## src/rtl/tcf_pkg.sv

```systemverilog
// Shared types, constants and the arctangent table of the tilt filter.
// No dependencies.
package tcf_pkg;

  localparam int STEP_W    = 5;
  localparam int ACC_W     = 29;
  localparam int CW        = 34;
  localparam int ZW        = 25;
  localparam logic [16:0] GAIN_K_Q16 = 17'd107923;
  localparam logic signed [15:0] ANGLE_MAX = 16'sd23040;

  localparam logic [2:0] CFG_OFFSET_X  = 3'd0;
  localparam logic [2:0] CFG_OFFSET_Y  = 3'd1;
  localparam logic [2:0] CFG_OFFSET_Z  = 3'd2;
  localparam logic [2:0] CFG_BIAS_X    = 3'd3;
  localparam logic [2:0] CFG_BIAS_Y    = 3'd4;
  localparam logic [2:0] CFG_GAIN      = 3'd5;
  localparam logic [2:0] CFG_WEIGHT    = 3'd6;

  typedef struct packed {
    logic [14:0]        offset_x;
    logic [14:0]        offset_y;
    logic [14:0]        offset_z;
    logic signed [15:0] bias_x;
    logic signed [15:0] bias_y;
    logic [15:0]        gain;
    logic [15:0]        weight;
  } cfg_t;

  typedef enum logic [2:0] {
    BOP_NONE,
    BOP_GYRO,
    BOP_DIFF,
    BOP_MLO,
    BOP_MHI,
    BOP_FIN
  } blend_op_t;

  typedef struct packed {
    logic              load;
    logic              pass_init;
    logic              pass_end;
    logic              cordic_step;
    logic [1:0]        pass;
    logic [STEP_W-1:0] step;
    blend_op_t         bop;
    logic              axis;
  } cmd_t;

  function automatic logic [21:0] atan_q16(input logic [STEP_W-1:0] i);
    logic [21:0] r;
    case (i)
      5'd0:  r = 22'd2949120;
      5'd1:  r = 22'd1740967;
      5'd2:  r = 22'd919879;
      5'd3:  r = 22'd466945;
      5'd4:  r = 22'd234379;
      5'd5:  r = 22'd117304;
      5'd6:  r = 22'd58666;
      5'd7:  r = 22'd29335;
      5'd8:  r = 22'd14668;
      5'd9:  r = 22'd7334;
      5'd10: r = 22'd3667;
      5'd11: r = 22'd1833;
      5'd12: r = 22'd917;
      5'd13: r = 22'd458;
      5'd14: r = 22'd229;
      5'd15: r = 22'd115;
      5'd16: r = 22'd57;
      5'd17: r = 22'd29;
      5'd18: r = 22'd14;
      5'd19: r = 22'd7;
      5'd20: r = 22'd4;
      5'd21: r = 22'd2;
      5'd22: r = 22'd1;
      default: r = 22'd0;
    endcase
    return r;
  endfunction

endpackage

```

## src/rtl/tcf_in_if.sv

```systemverilog
// Input sample channel: valid/ready plus one raw IMU word.
// No dependencies.
interface tcf_in_if;
  logic               valid;
  logic               ready;
  logic signed [15:0] accel_x;
  logic signed [15:0] accel_y;
  logic signed [15:0] accel_z;
  logic signed [15:0] rate_x;
  logic signed [15:0] rate_y;
  modport source (output valid, accel_x, accel_y, accel_z, rate_x, rate_y, input ready);
  modport sink (input valid, accel_x, accel_y, accel_z, rate_x, rate_y, output ready);
endinterface

```

## src/rtl/tcf_out_if.sv

```systemverilog
// Result channel: valid/ready plus pitch and roll.
// No dependencies.
interface tcf_out_if;
  logic               valid;
  logic               ready;
  logic signed [15:0] pitch;
  logic signed [15:0] roll;
  modport source (output valid, pitch, roll, input ready);
  modport sink (input valid, pitch, roll, output ready);
endinterface

```

## src/rtl/tcf_cfg_if.sv

```systemverilog
// Configuration write channel: valid/ready plus register index and data.
// No dependencies.
interface tcf_cfg_if;
  logic        valid;
  logic        ready;
  logic [2:0]  index;
  logic [15:0] data;
  modport source (output valid, index, data, input ready);
  modport sink (input valid, index, data, output ready);
endinterface

```

## src/rtl/tcf_datapath.sv

```systemverilog
// Datapath: accel correction, shared CORDIC vectoring unit, blend multiplier.
// Depends on tcf_pkg; driven by tcf_ctrl commands.
module tcf_datapath (
  input  logic                clk,
  input  logic                rst_n,
  input  tcf_pkg::cfg_t       cfg,
  input  tcf_pkg::cmd_t       cmd,
  input  logic signed [15:0]  accel_x,
  input  logic signed [15:0]  accel_y,
  input  logic signed [15:0]  accel_z,
  input  logic signed [15:0]  rate_x,
  input  logic signed [15:0]  rate_y,
  output logic signed [15:0]  pitch,
  output logic signed [15:0]  roll
);

  function automatic logic signed [tcf_pkg::ACC_W-1:0] corr(input logic signed [15:0] raw,
                                                           input logic [14:0] off);
    logic signed [16:0] v;
    if (raw[15]) begin
      v = $signed({raw[15], raw}) + $signed({2'b00, off});
    end else begin
      v = $signed({raw[15], raw}) - $signed({2'b00, off});
    end
    return $signed({v, 12'd0});
  endfunction

  logic signed [tcf_pkg::ACC_W-1:0] ax_r, ay_r, az_r;
  logic signed [15:0]               rx_r, ry_r;
  logic signed [tcf_pkg::CW-1:0]    x_r, y_r, m_r;
  logic signed [tcf_pkg::ZW-1:0]    z_r, pacc_r, racc_r;
  logic                             zero_r;
  logic signed [33:0]               prod_r;
  logic signed [35:0]               diff_r;
  logic signed [55:0]               base_r;
  logic [33:0]                      plo_r;
  logic signed [34:0]               phi_r;
  logic signed [15:0]               pest_r, rest_r;

  logic signed [tcf_pkg::ACC_W-1:0] ksrc, az_abs;
  logic signed [46:0]               kprod;
  logic signed [tcf_pkg::CW-1:0]    xin, yin, xs, ys;
  logic signed [tcf_pkg::ZW-1:0]    ang;
  logic signed [15:0]               est, rate, bias;
  logic signed [tcf_pkg::ZW-1:0]    acc;
  logic signed [16:0]               rdiff;
  logic signed [55:0]               sum;
  logic signed [23:0]               rr;
  logic signed [15:0]               sat;

  always_comb begin
    ksrc   = cmd.pass[1] ? ay_r : ax_r;
    kprod  = ksrc * $signed({1'b0, tcf_pkg::GAIN_K_Q16});
    az_abs = az_r[tcf_pkg::ACC_W-1] ? -az_r : az_r;
    case (cmd.pass)
      2'd0: begin
        xin = {{(tcf_pkg::CW-tcf_pkg::ACC_W){az_abs[tcf_pkg::ACC_W-1]}}, az_abs};
        yin = {{(tcf_pkg::CW-tcf_pkg::ACC_W){ay_r[tcf_pkg::ACC_W-1]}}, ay_r};
      end
      2'd2: begin
        xin = {{(tcf_pkg::CW-tcf_pkg::ACC_W){az_abs[tcf_pkg::ACC_W-1]}}, az_abs};
        yin = {{(tcf_pkg::CW-tcf_pkg::ACC_W){ax_r[tcf_pkg::ACC_W-1]}}, ax_r};
      end
      default: begin
        xin = m_r;
        yin = {{3{kprod[46]}}, kprod[46:16]};
      end
    endcase
    xs  = x_r >>> cmd.step;
    ys  = y_r >>> cmd.step;
    ang = $signed({3'b000, tcf_pkg::atan_q16(cmd.step)});

    est   = cmd.axis ? rest_r : pest_r;
    rate  = cmd.axis ? ry_r : rx_r;
    bias  = cmd.axis ? cfg.bias_y : cfg.bias_x;
    acc   = cmd.axis ? racc_r : pacc_r;
    rdiff = $signed({rate[15], rate}) - $signed({bias[15], bias});
    sum   = base_r + $signed({{3{phi_r[34]}}, phi_r, 18'd0}) + $signed({22'd0, plo_r});
    rr    = sum[55:32];
    if (rr > $signed({{8{1'b0}}, tcf_pkg::ANGLE_MAX})) begin
      sat = tcf_pkg::ANGLE_MAX;
    end else if (rr < -$signed({{8{1'b0}}, tcf_pkg::ANGLE_MAX})) begin
      sat = -tcf_pkg::ANGLE_MAX;
    end else begin
      sat = rr[15:0];
    end
  end

  always_ff @(posedge clk) begin
    if (cmd.load) begin
      ax_r <= corr(accel_x, cfg.offset_x);
      ay_r <= corr(accel_y, cfg.offset_y);
      az_r <= corr(accel_z, cfg.offset_z);
      rx_r <= rate_x;
      ry_r <= rate_y;
    end
    if (cmd.pass_init) begin
      x_r    <= xin;
      y_r    <= yin;
      z_r    <= '0;
      zero_r <= (xin == '0) && (yin == '0);
    end else if (cmd.cordic_step) begin
      if (y_r < 0) begin
        x_r <= x_r - ys;
        y_r <= y_r + xs;
        z_r <= z_r - ang;
      end else begin
        x_r <= x_r + ys;
        y_r <= y_r - xs;
        z_r <= z_r + ang;
      end
    end
    if (cmd.pass_end) begin
      case (cmd.pass)
        2'd1:    pacc_r <= zero_r ? '0 : z_r;
        2'd3:    racc_r <= zero_r ? '0 : z_r;
        default: m_r <= zero_r ? '0 : x_r;
      endcase
    end
    case (cmd.bop)
      tcf_pkg::BOP_GYRO: prod_r <= rdiff * $signed({1'b0, cfg.gain});
      tcf_pkg::BOP_DIFF: begin
        diff_r <= $signed({{4{est[15]}}, est, 16'd0}) + $signed({{2{prod_r[33]}}, prod_r})
                - $signed({{4{acc[tcf_pkg::ZW-1]}}, acc, 7'd0});
        base_r <= $signed({{8{acc[tcf_pkg::ZW-1]}}, acc, 23'd0})
                + $signed({24'd0, 1'b1, 31'd0});
      end
      tcf_pkg::BOP_MLO: plo_r <= cfg.weight * diff_r[17:0];
      tcf_pkg::BOP_MHI: phi_r <= $signed({1'b0, cfg.weight}) * $signed(diff_r[35:18]);
      default: ;
    endcase
  end

  always_ff @(posedge clk) begin
    if (!rst_n) begin
      pest_r <= '0;
      rest_r <= '0;
    end else if (cmd.bop == tcf_pkg::BOP_FIN) begin
      if (cmd.axis) begin
        rest_r <= sat;
      end else begin
        pest_r <= sat;
      end
    end
  end

  assign pitch = pest_r;
  assign roll  = rest_r;

endmodule

```

## src/rtl/tcf_ctrl.sv

```systemverilog
// Sequencer: four CORDIC passes, then the two-axis blend, then the result handshake.
// Depends on tcf_pkg; drives tcf_datapath.
module tcf_ctrl #(
  parameter int CORDIC_STEPS = 16
) (
  input  logic          clk,
  input  logic          rst_n,
  input  logic          in_valid,
  output logic          in_ready,
  output logic          out_valid,
  input  logic          out_ready,
  output tcf_pkg::cmd_t cmd
);

  typedef enum logic [3:0] {
    S_IDLE, S_INIT, S_STEP, S_END, S_WAIT, S_GYRO, S_DIFF, S_MLO, S_MHI, S_FIN
  } state_t;

  localparam logic [tcf_pkg::STEP_W-1:0] LAST_STEP = tcf_pkg::STEP_W'(CORDIC_STEPS - 1);

  state_t                     state_r;
  logic [1:0]                 pass_r;
  logic [tcf_pkg::STEP_W-1:0] step_r;
  logic                       axis_r;
  logic                       in_ready_r, out_valid_r;

  always_comb begin
    cmd             = '0;
    cmd.load        = in_valid && in_ready_r;
    cmd.pass_init   = (state_r == S_INIT);
    cmd.cordic_step = (state_r == S_STEP);
    cmd.pass_end    = (state_r == S_END);
    cmd.pass        = pass_r;
    cmd.step        = step_r;
    cmd.axis        = axis_r;
    case (state_r)
      S_GYRO:  cmd.bop = tcf_pkg::BOP_GYRO;
      S_DIFF:  cmd.bop = tcf_pkg::BOP_DIFF;
      S_MLO:   cmd.bop = tcf_pkg::BOP_MLO;
      S_MHI:   cmd.bop = tcf_pkg::BOP_MHI;
      S_FIN:   cmd.bop = tcf_pkg::BOP_FIN;
      default: cmd.bop = tcf_pkg::BOP_NONE;
    endcase
  end

  always_ff @(posedge clk) begin
    if (!rst_n) begin
      state_r     <= S_IDLE;
      pass_r      <= '0;
      step_r      <= '0;
      axis_r      <= 1'b0;
      in_ready_r  <= 1'b1;
      out_valid_r <= 1'b0;
    end else begin
      if (state_r == S_FIN && axis_r) begin
        out_valid_r <= 1'b1;
      end else if (out_ready) begin
        out_valid_r <= 1'b0;
      end
      case (state_r)
        S_IDLE: begin
          if (in_valid && in_ready_r) begin
            in_ready_r <= 1'b0;
            pass_r     <= '0;
            state_r    <= S_INIT;
          end
        end
        S_INIT: begin
          step_r  <= '0;
          state_r <= S_STEP;
        end
        S_STEP: begin
          if (step_r == LAST_STEP) begin
            state_r <= S_END;
          end else begin
            step_r <= step_r + 1'b1;
          end
        end
        S_END: begin
          if (pass_r == 2'd3) begin
            axis_r  <= 1'b0;
            state_r <= S_WAIT;
          end else begin
            pass_r  <= pass_r + 1'b1;
            state_r <= S_INIT;
          end
        end
        S_WAIT: begin
          if (!out_valid_r || out_ready) begin
            state_r <= S_GYRO;
          end
        end
        S_GYRO: state_r <= S_DIFF;
        S_DIFF: state_r <= S_MLO;
        S_MLO:  state_r <= S_MHI;
        S_MHI:  state_r <= S_FIN;
        S_FIN: begin
          if (!axis_r) begin
            axis_r  <= 1'b1;
            state_r <= S_GYRO;
          end else begin
            in_ready_r  <= 1'b1;
            state_r     <= S_IDLE;
          end
        end
        default: state_r <= S_IDLE;
      endcase
    end
  end

  assign in_ready  = in_ready_r;
  assign out_valid = out_valid_r;

`ifndef NO_ASSERTIONS
  a_ready_idle: assert property (@(posedge clk) disable iff (!rst_n)
    in_ready_r |-> state_r == S_IDLE) else $error("ready outside idle");
  a_step_range: assert property (@(posedge clk) disable iff (!rst_n)
    state_r == S_STEP |-> step_r <= LAST_STEP) else $error("step overrun");
  a_fin_valid: assert property (@(posedge clk) disable iff (!rst_n)
    (state_r == S_FIN && axis_r) |=> out_valid_r) else $error("result not raised");
  a_blend_free: assert property (@(posedge clk) disable iff (!rst_n)
    (state_r == S_GYRO || state_r == S_DIFF || state_r == S_MLO || state_r == S_MHI
     || state_r == S_FIN) |-> !out_valid_r) else $error("estimate changed under pending word");
`endif

endmodule

```

## src/rtl/tilt_complementary_filter_core.sv

```systemverilog
// Top level of the tilt complementary filter: configuration registers and wiring.
// Depends on tcf_pkg, the channel interfaces, tcf_ctrl and tcf_datapath.
//
// One sample word in gives one pitch/roll word out. Each sample passes
// through the single shared CORDIC unit, which runs four vectoring passes
// one micro-rotation per cycle, followed by a two-axis blend. A finished
// word waits in the output register; the next sample is taken as soon as
// the result is posted and is held before its blend until the previous
// word is taken. Configuration writes are always ready.
module tilt_complementary_filter_core #(
  parameter int CORDIC_STEPS = 16
) (
  input logic    clk,
  input logic    rst_n,
  tcf_in_if.sink   in_ch,
  tcf_out_if.source out_ch,
  tcf_cfg_if.sink  cfg_ch
);

  tcf_pkg::cfg_t cfg_r;
  tcf_pkg::cmd_t cmd;

  assign cfg_ch.ready = 1'b1;

  always_ff @(posedge clk) begin
    if (!rst_n) begin
      cfg_r.offset_x <= '0;
      cfg_r.offset_y <= '0;
      cfg_r.offset_z <= '0;
      cfg_r.bias_x   <= '0;
      cfg_r.bias_y   <= '0;
      cfg_r.gain     <= 16'd1281;
      cfg_r.weight   <= 16'd62259;
    end else if (cfg_ch.valid) begin
      case (cfg_ch.index)
        tcf_pkg::CFG_OFFSET_X: cfg_r.offset_x <= cfg_ch.data[14:0];
        tcf_pkg::CFG_OFFSET_Y: cfg_r.offset_y <= cfg_ch.data[14:0];
        tcf_pkg::CFG_OFFSET_Z: cfg_r.offset_z <= cfg_ch.data[14:0];
        tcf_pkg::CFG_BIAS_X:   cfg_r.bias_x   <= $signed(cfg_ch.data);
        tcf_pkg::CFG_BIAS_Y:   cfg_r.bias_y   <= $signed(cfg_ch.data);
        tcf_pkg::CFG_GAIN:     cfg_r.gain     <= cfg_ch.data;
        tcf_pkg::CFG_WEIGHT:   cfg_r.weight   <= cfg_ch.data;
        default: ;
      endcase
    end
  end

  tcf_ctrl #(.CORDIC_STEPS(CORDIC_STEPS)) u_ctrl (
    .clk       (clk),
    .rst_n     (rst_n),
    .in_valid  (in_ch.valid),
    .in_ready  (in_ch.ready),
    .out_valid (out_ch.valid),
    .out_ready (out_ch.ready),
    .cmd       (cmd)
  );

  tcf_datapath u_dp (
    .clk     (clk),
    .rst_n   (rst_n),
    .cfg     (cfg_r),
    .cmd     (cmd),
    .accel_x (in_ch.accel_x),
    .accel_y (in_ch.accel_y),
    .accel_z (in_ch.accel_z),
    .rate_x  (in_ch.rate_x),
    .rate_y  (in_ch.rate_y),
    .pitch   (out_ch.pitch),
    .roll    (out_ch.roll)
  );

endmodule

```

## src/flat_wrapper.sv

```systemverilog
// flat-port wrapper written by rule: the top's interface ports become plain ports
module tilt_complementary_filter_core_flat 
#(
  parameter int CORDIC_STEPS = 16
)
  (clk, rst_n, in_ch_valid, in_ch_accel_x, in_ch_accel_y, in_ch_accel_z, in_ch_rate_x, in_ch_rate_y, in_ch_ready, out_ch_valid, out_ch_pitch, out_ch_roll, out_ch_ready, cfg_ch_valid, cfg_ch_index, cfg_ch_data, cfg_ch_ready);
  tcf_in_if in_ch_i ();
  tcf_out_if out_ch_i ();
  tcf_cfg_if cfg_ch_i ();
  input logic clk;
  input logic rst_n;
  input wire logic [$bits(in_ch_i.valid)-1:0] in_ch_valid;
  input wire logic [$bits(in_ch_i.accel_x)-1:0] in_ch_accel_x;
  input wire logic [$bits(in_ch_i.accel_y)-1:0] in_ch_accel_y;
  input wire logic [$bits(in_ch_i.accel_z)-1:0] in_ch_accel_z;
  input wire logic [$bits(in_ch_i.rate_x)-1:0] in_ch_rate_x;
  input wire logic [$bits(in_ch_i.rate_y)-1:0] in_ch_rate_y;
  output wire logic [$bits(in_ch_i.ready)-1:0] in_ch_ready;
  output wire logic [$bits(out_ch_i.valid)-1:0] out_ch_valid;
  output wire logic [$bits(out_ch_i.pitch)-1:0] out_ch_pitch;
  output wire logic [$bits(out_ch_i.roll)-1:0] out_ch_roll;
  input wire logic [$bits(out_ch_i.ready)-1:0] out_ch_ready;
  input wire logic [$bits(cfg_ch_i.valid)-1:0] cfg_ch_valid;
  input wire logic [$bits(cfg_ch_i.index)-1:0] cfg_ch_index;
  input wire logic [$bits(cfg_ch_i.data)-1:0] cfg_ch_data;
  output wire logic [$bits(cfg_ch_i.ready)-1:0] cfg_ch_ready;
  assign in_ch_i.valid = in_ch_valid;
  assign in_ch_i.accel_x = in_ch_accel_x;
  assign in_ch_i.accel_y = in_ch_accel_y;
  assign in_ch_i.accel_z = in_ch_accel_z;
  assign in_ch_i.rate_x = in_ch_rate_x;
  assign in_ch_i.rate_y = in_ch_rate_y;
  assign in_ch_ready = in_ch_i.ready;
  assign out_ch_valid = out_ch_i.valid;
  assign out_ch_pitch = out_ch_i.pitch;
  assign out_ch_roll = out_ch_i.roll;
  assign out_ch_i.ready = out_ch_ready;
  assign cfg_ch_i.valid = cfg_ch_valid;
  assign cfg_ch_i.index = cfg_ch_index;
  assign cfg_ch_i.data = cfg_ch_data;
  assign cfg_ch_ready = cfg_ch_i.ready;
  tilt_complementary_filter_core #(.CORDIC_STEPS(CORDIC_STEPS)) u_core (.clk(clk), .rst_n(rst_n), .in_ch(in_ch_i), .out_ch(out_ch_i), .cfg_ch(cfg_ch_i));
endmodule
```

## config.mk

```make
export PLATFORM = sky130hd
export DESIGN_NAME = tilt_complementary_filter_core_flat
export DESIGN_NICKNAME = d
export VERILOG_FILES = /design/src/rtl/tcf_pkg.sv /design/src/rtl/tcf_in_if.sv /design/src/rtl/tcf_out_if.sv /design/src/rtl/tcf_cfg_if.sv /design/src/rtl/tcf_datapath.sv /design/src/rtl/tcf_ctrl.sv /design/src/rtl/tilt_complementary_filter_core.sv /design/src/flat_wrapper.sv
export SDC_FILE = /design/constraint.sdc
export NUM_CORES = 2
export LEC_CHECK = 0
export ABC_AREA = 1
export BUFFER_PORTS_ARGS = -buffer_cell sky130_fd_sc_hd__buf_2
export CAP_MARGIN = 15
export CORE_MARGIN = 2
export CORE_UTILIZATION = 23
export CTS_CLUSTER_DIAMETER = 40
export DETAILED_ROUTE_END_ITERATION = 7
export REMOVE_ABC_BUFFERS = 1
export SLEW_MARGIN = 20
export SYNTH_ARGS = -nofsm -noshare
export SYNTH_HDL_FRONTEND = slang
export SYNTH_SLANG_ARGS = --single-unit
```

## constraint.sdc

```tcl
create_clock -name clk -period 18.9 [get_ports clk]
set_input_delay 0.945 -clock clk [delete_from_list [all_inputs] [get_ports clk]]
set_output_delay 0.945 -clock clk [all_outputs]
set_load 0.05 [all_outputs]
```

==> flow_metrics.tcl <==
set metrics [dict create \
    endpoint_kind "flip-flop" \
    synth_edf_count 383 \
    grt_pass1_wl_mm 383 \
    tightest_slew_ns 1.07 \
    crit_arrival_ns 10.31 \
    synthFlopType "edfxtp_1" \
    fp.coreArea_mm2 0.343 \
    cp.depth 37 \
    crit_path_top_delay_cell "dfxtp_4" \
    avgSynthCellArea_um2 7.62 \
    maxCapViolCount 0 \
    cts.repair.resized 0 \
    min_path_type "in -> reg" \
    min_period_over_period_pct 52.5 \
    max_freq_ghz 0.101 \
    start_util_pct 23.1 \
    async_flop_share_pct 0 \
    final_hold_viol_count 0 \
    wl_per_cell_um 16.1 \
    port_buffers 137 \
    clk_pin_slew_worst_paths_ns 0.06 \
    critPathBufInv 9 \
    critPathMaxFanout 41 \
    grt_usage_pct 13.9 \
    slew_headroom_pct 27.9 \
    syn_inst 10421 \
    layout_commonest_cell "nand2_1" \
    final_cell_mix "2375 x nand2_1, 2091 x inv_1, 921 x fa_1" \
    criticalPathCategory "reg -> reg" \
    r2r_cells 37 \
    grt_max_degree 81 \
    grt_overflow 0 \
    vias 66631 \
    ys_ff_latch 585 \
    postCtsSetupBuffers 0 \
    cp_common_cell "inv_1" \
    synth_top_area_share_pct 23.2 \
    synth_cell_types 68 \
    vias_per_cell 4.44 \
    critPathLaunchType "flip-flop" \
    die_w_um 592 \
    outcome "finished, final reports clean" \
    synthTopCellsByArea "fa_1 23%, edfxtp_1 14%, nand2_1 11%" \
    cp.required_ns 19.29 \
    cts_buffers 97 \
    reg2reg_to "u_core.u_dp.prod_r[29]$_DFFE_PN_" \
    drv_slew 0 \
    ys_warn_count 0 \
    critical_path.top_delay_family "adder cells" \
    rsz0062_at_grt "false" \
    cts_sinks 585 \
    grt_pass1_vias 67046 \
    die_y_um 592 \
    drt-initial-drc-count 5064 \
    final_nets 12073 \
    cpPeakStageDelay_ns 0.66 \
    root_buffer "clkbuf_16" \
    layout-drive-gt1-share_pct 5.10 \
    die_area_mm2 0.350 \
    period_minus_slack_ns 9.92 \
    setup-tns-final_ns 0 \
    synth_top_cell_by_area "fa_1" \
    cts_max_level 3 \
    antenna_found_initial 19 \
    drc 0 \
    syn2layout_area_growth_pct 11.2 \
    ys_seq_area_share_pct 19.6 \
    skew_ns 0.0865 \
    cts_tree "yes" \
    ant_nets 0 \
    place.gp.congestion 0.925 \
    io_pins 139 \
    cts_hold_buf 0 \
    reg2reg_from "u_core.u_ctrl.axis_r$_SDFFE_PN0P_" \
    routed_wl_mm 243 \
    setup_viol 0 \
    detail_route.first_pass.iterations 5 \
    fp-row-count 215 \
    cp-endpoint "u_core.u_dp.prod_r[29]$_DFFE_PN_" \
    cts_max_path_buffers 3 \
    critPathLaunch "u_core.u_ctrl.axis_r$_SDFFE_PN0P_" \
    regToRegSetupSlack_ns 8.98 \
    clkLatencyLatePin_ns 0.73 \
    syn_area_mm2 0.0794 \
    hpwl_mm 195 \
]
worst reg2reg max path: cells and delay by family (launching register included):
family                     cells  cell delay [ns]
adders and majority gates      8             3.77
xor gates and xnor gates       1             0.09
AOI/OAI and AO/OA              8             1.82
DFF                            1             0.66
buffers and inverters          9             1.03
and+or+nand+nor               11             2.22
cell usage after synthesis (68+ instances only):
library cell,number
nand2_1,2375
inv_1,2093
fa_1,921
nor2_1,806
ha_1,669
nand3_1,578
a21oi_1,512
o21ai_0,487
edfxtp_1,383
xor2_1,261
clkbuf_1,243
dfxtp_1,202
xnor2_1,145
nor3_1,87
or2_2,68
flip-flops by register name, indices dropped and copies added (netlist names), 4 cells and up:
| register | cells |
|---|---|
| u_core.cfg_r | 109 |
| u_core.u_ctrl.state_r | 4 |
| u_core.u_ctrl.step_r | 5 |
| u_core.u_dp.ang | 22 |
| u_core.u_dp.ax_r | 17 |
| u_core.u_dp.ay_r | 17 |
| u_core.u_dp.az_r | 17 |
| u_core.u_dp.base_r | 26 |
| u_core.u_dp.diff_r | 36 |
| u_core.u_dp.m_r | 34 |
| u_core.u_dp.pacc_r | 25 |
| u_core.u_dp.phi_r | 35 |
| u_core.u_dp.pitch | 16 |
| u_core.u_dp.plo_r | 16 |
| u_core.u_dp.prod_r | 34 |
| u_core.u_dp.racc_r | 25 |
| u_core.u_dp.roll | 16 |
| u_core.u_dp.rx_r | 16 |
| u_core.u_dp.ry_r | 16 |
| u_core.u_dp.x_r | 34 |
| u_core.u_dp.y_r | 34 |
| u_core.u_dp.z_r | 25 |
how the worst min path moves through the flow:
stage                                                from                               to  slack, ns  cells after the start
after floorplan           u_core.u_dp.prod_r[0]$_DFFE_PN_  u_core.u_dp.diff_r[0]$_DFFE_PN_       0.40                      0
after global placement       u_core.cfg_r[9]$_SDFFE_PN1P_     u_core.cfg_r[9]$_SDFFE_PN1P_       0.44                      2
final                                     in_ch_rate_y[8]    u_core.u_dp.ry_r[8]$_DFFE_PP_       0.39                      1
after detailed placement     u_core.cfg_r[9]$_SDFFE_PN1P_     u_core.cfg_r[9]$_SDFFE_PN1P_       0.44                      2
after CTS                                 in_ch_rate_y[9]    u_core.u_dp.ry_r[9]$_DFFE_PP_       0.35                      1
after global routing                      in_ch_rate_y[9]    u_core.u_dp.ry_r[9]$_DFFE_PP_       0.37                      1
cells by family after synthesis:
logic type      count (synthesis)  share of synthesized area [%]
other cells                     1                        0.00472
xor+xnor                      406                           4.48
simple gates                 4072                           21.2
mux                            28                          0.353
flops                         585                           19.6
compound gates               1276                           8.80
buf+inv                      2463                           11.9
fa+ha+maj                    1590                           33.8
metal layers:
metal / wire length [um] / up-vias / GRT usage, %
met5: 18 / - / 0
met4: 10400 / 4 / 5.60
met3: 12000 / 368 / 1.23
met2: 112000 / 1814 / 23.4
met1: 108000 / 32037 / 18.3
li1: - / 32408 / -
cell type report:
cell class              count  area, um2
flip-flops and latches    585      15600
fillers                 37733     255000
clock inverters            74        867
well taps                4557       5700
repair buffers            205       1200
multi-input cells        7373      54500
clock buffers             109       2530
inverters                2117       7950
diodes                      3       7.51
through the flow:
stage / hold WS, ns / worst slack [ns] / utilization (%) / instances / instance area [um2]
floorplan: 0.400 / 8.39 / - / 10075 / 78000
global placement: 0.440 / 9.17 / 24.7 / 14837 / 84900
detailed placement: 0.444 / 9.16 / 24.7 / 14837 / 84900
CTS: 0.349 / 9.08 / 25.7 / 15020 / 88300
global route: 0.368 / 8.35 / 25.7 / 15022 / 88300
finish: 0.389 / 8.98 / 25.7 / 15023 / 88300
Power is not shown: default switching activity piles up to over one toggle a cycle in this logic, so the estimate is an artifact.
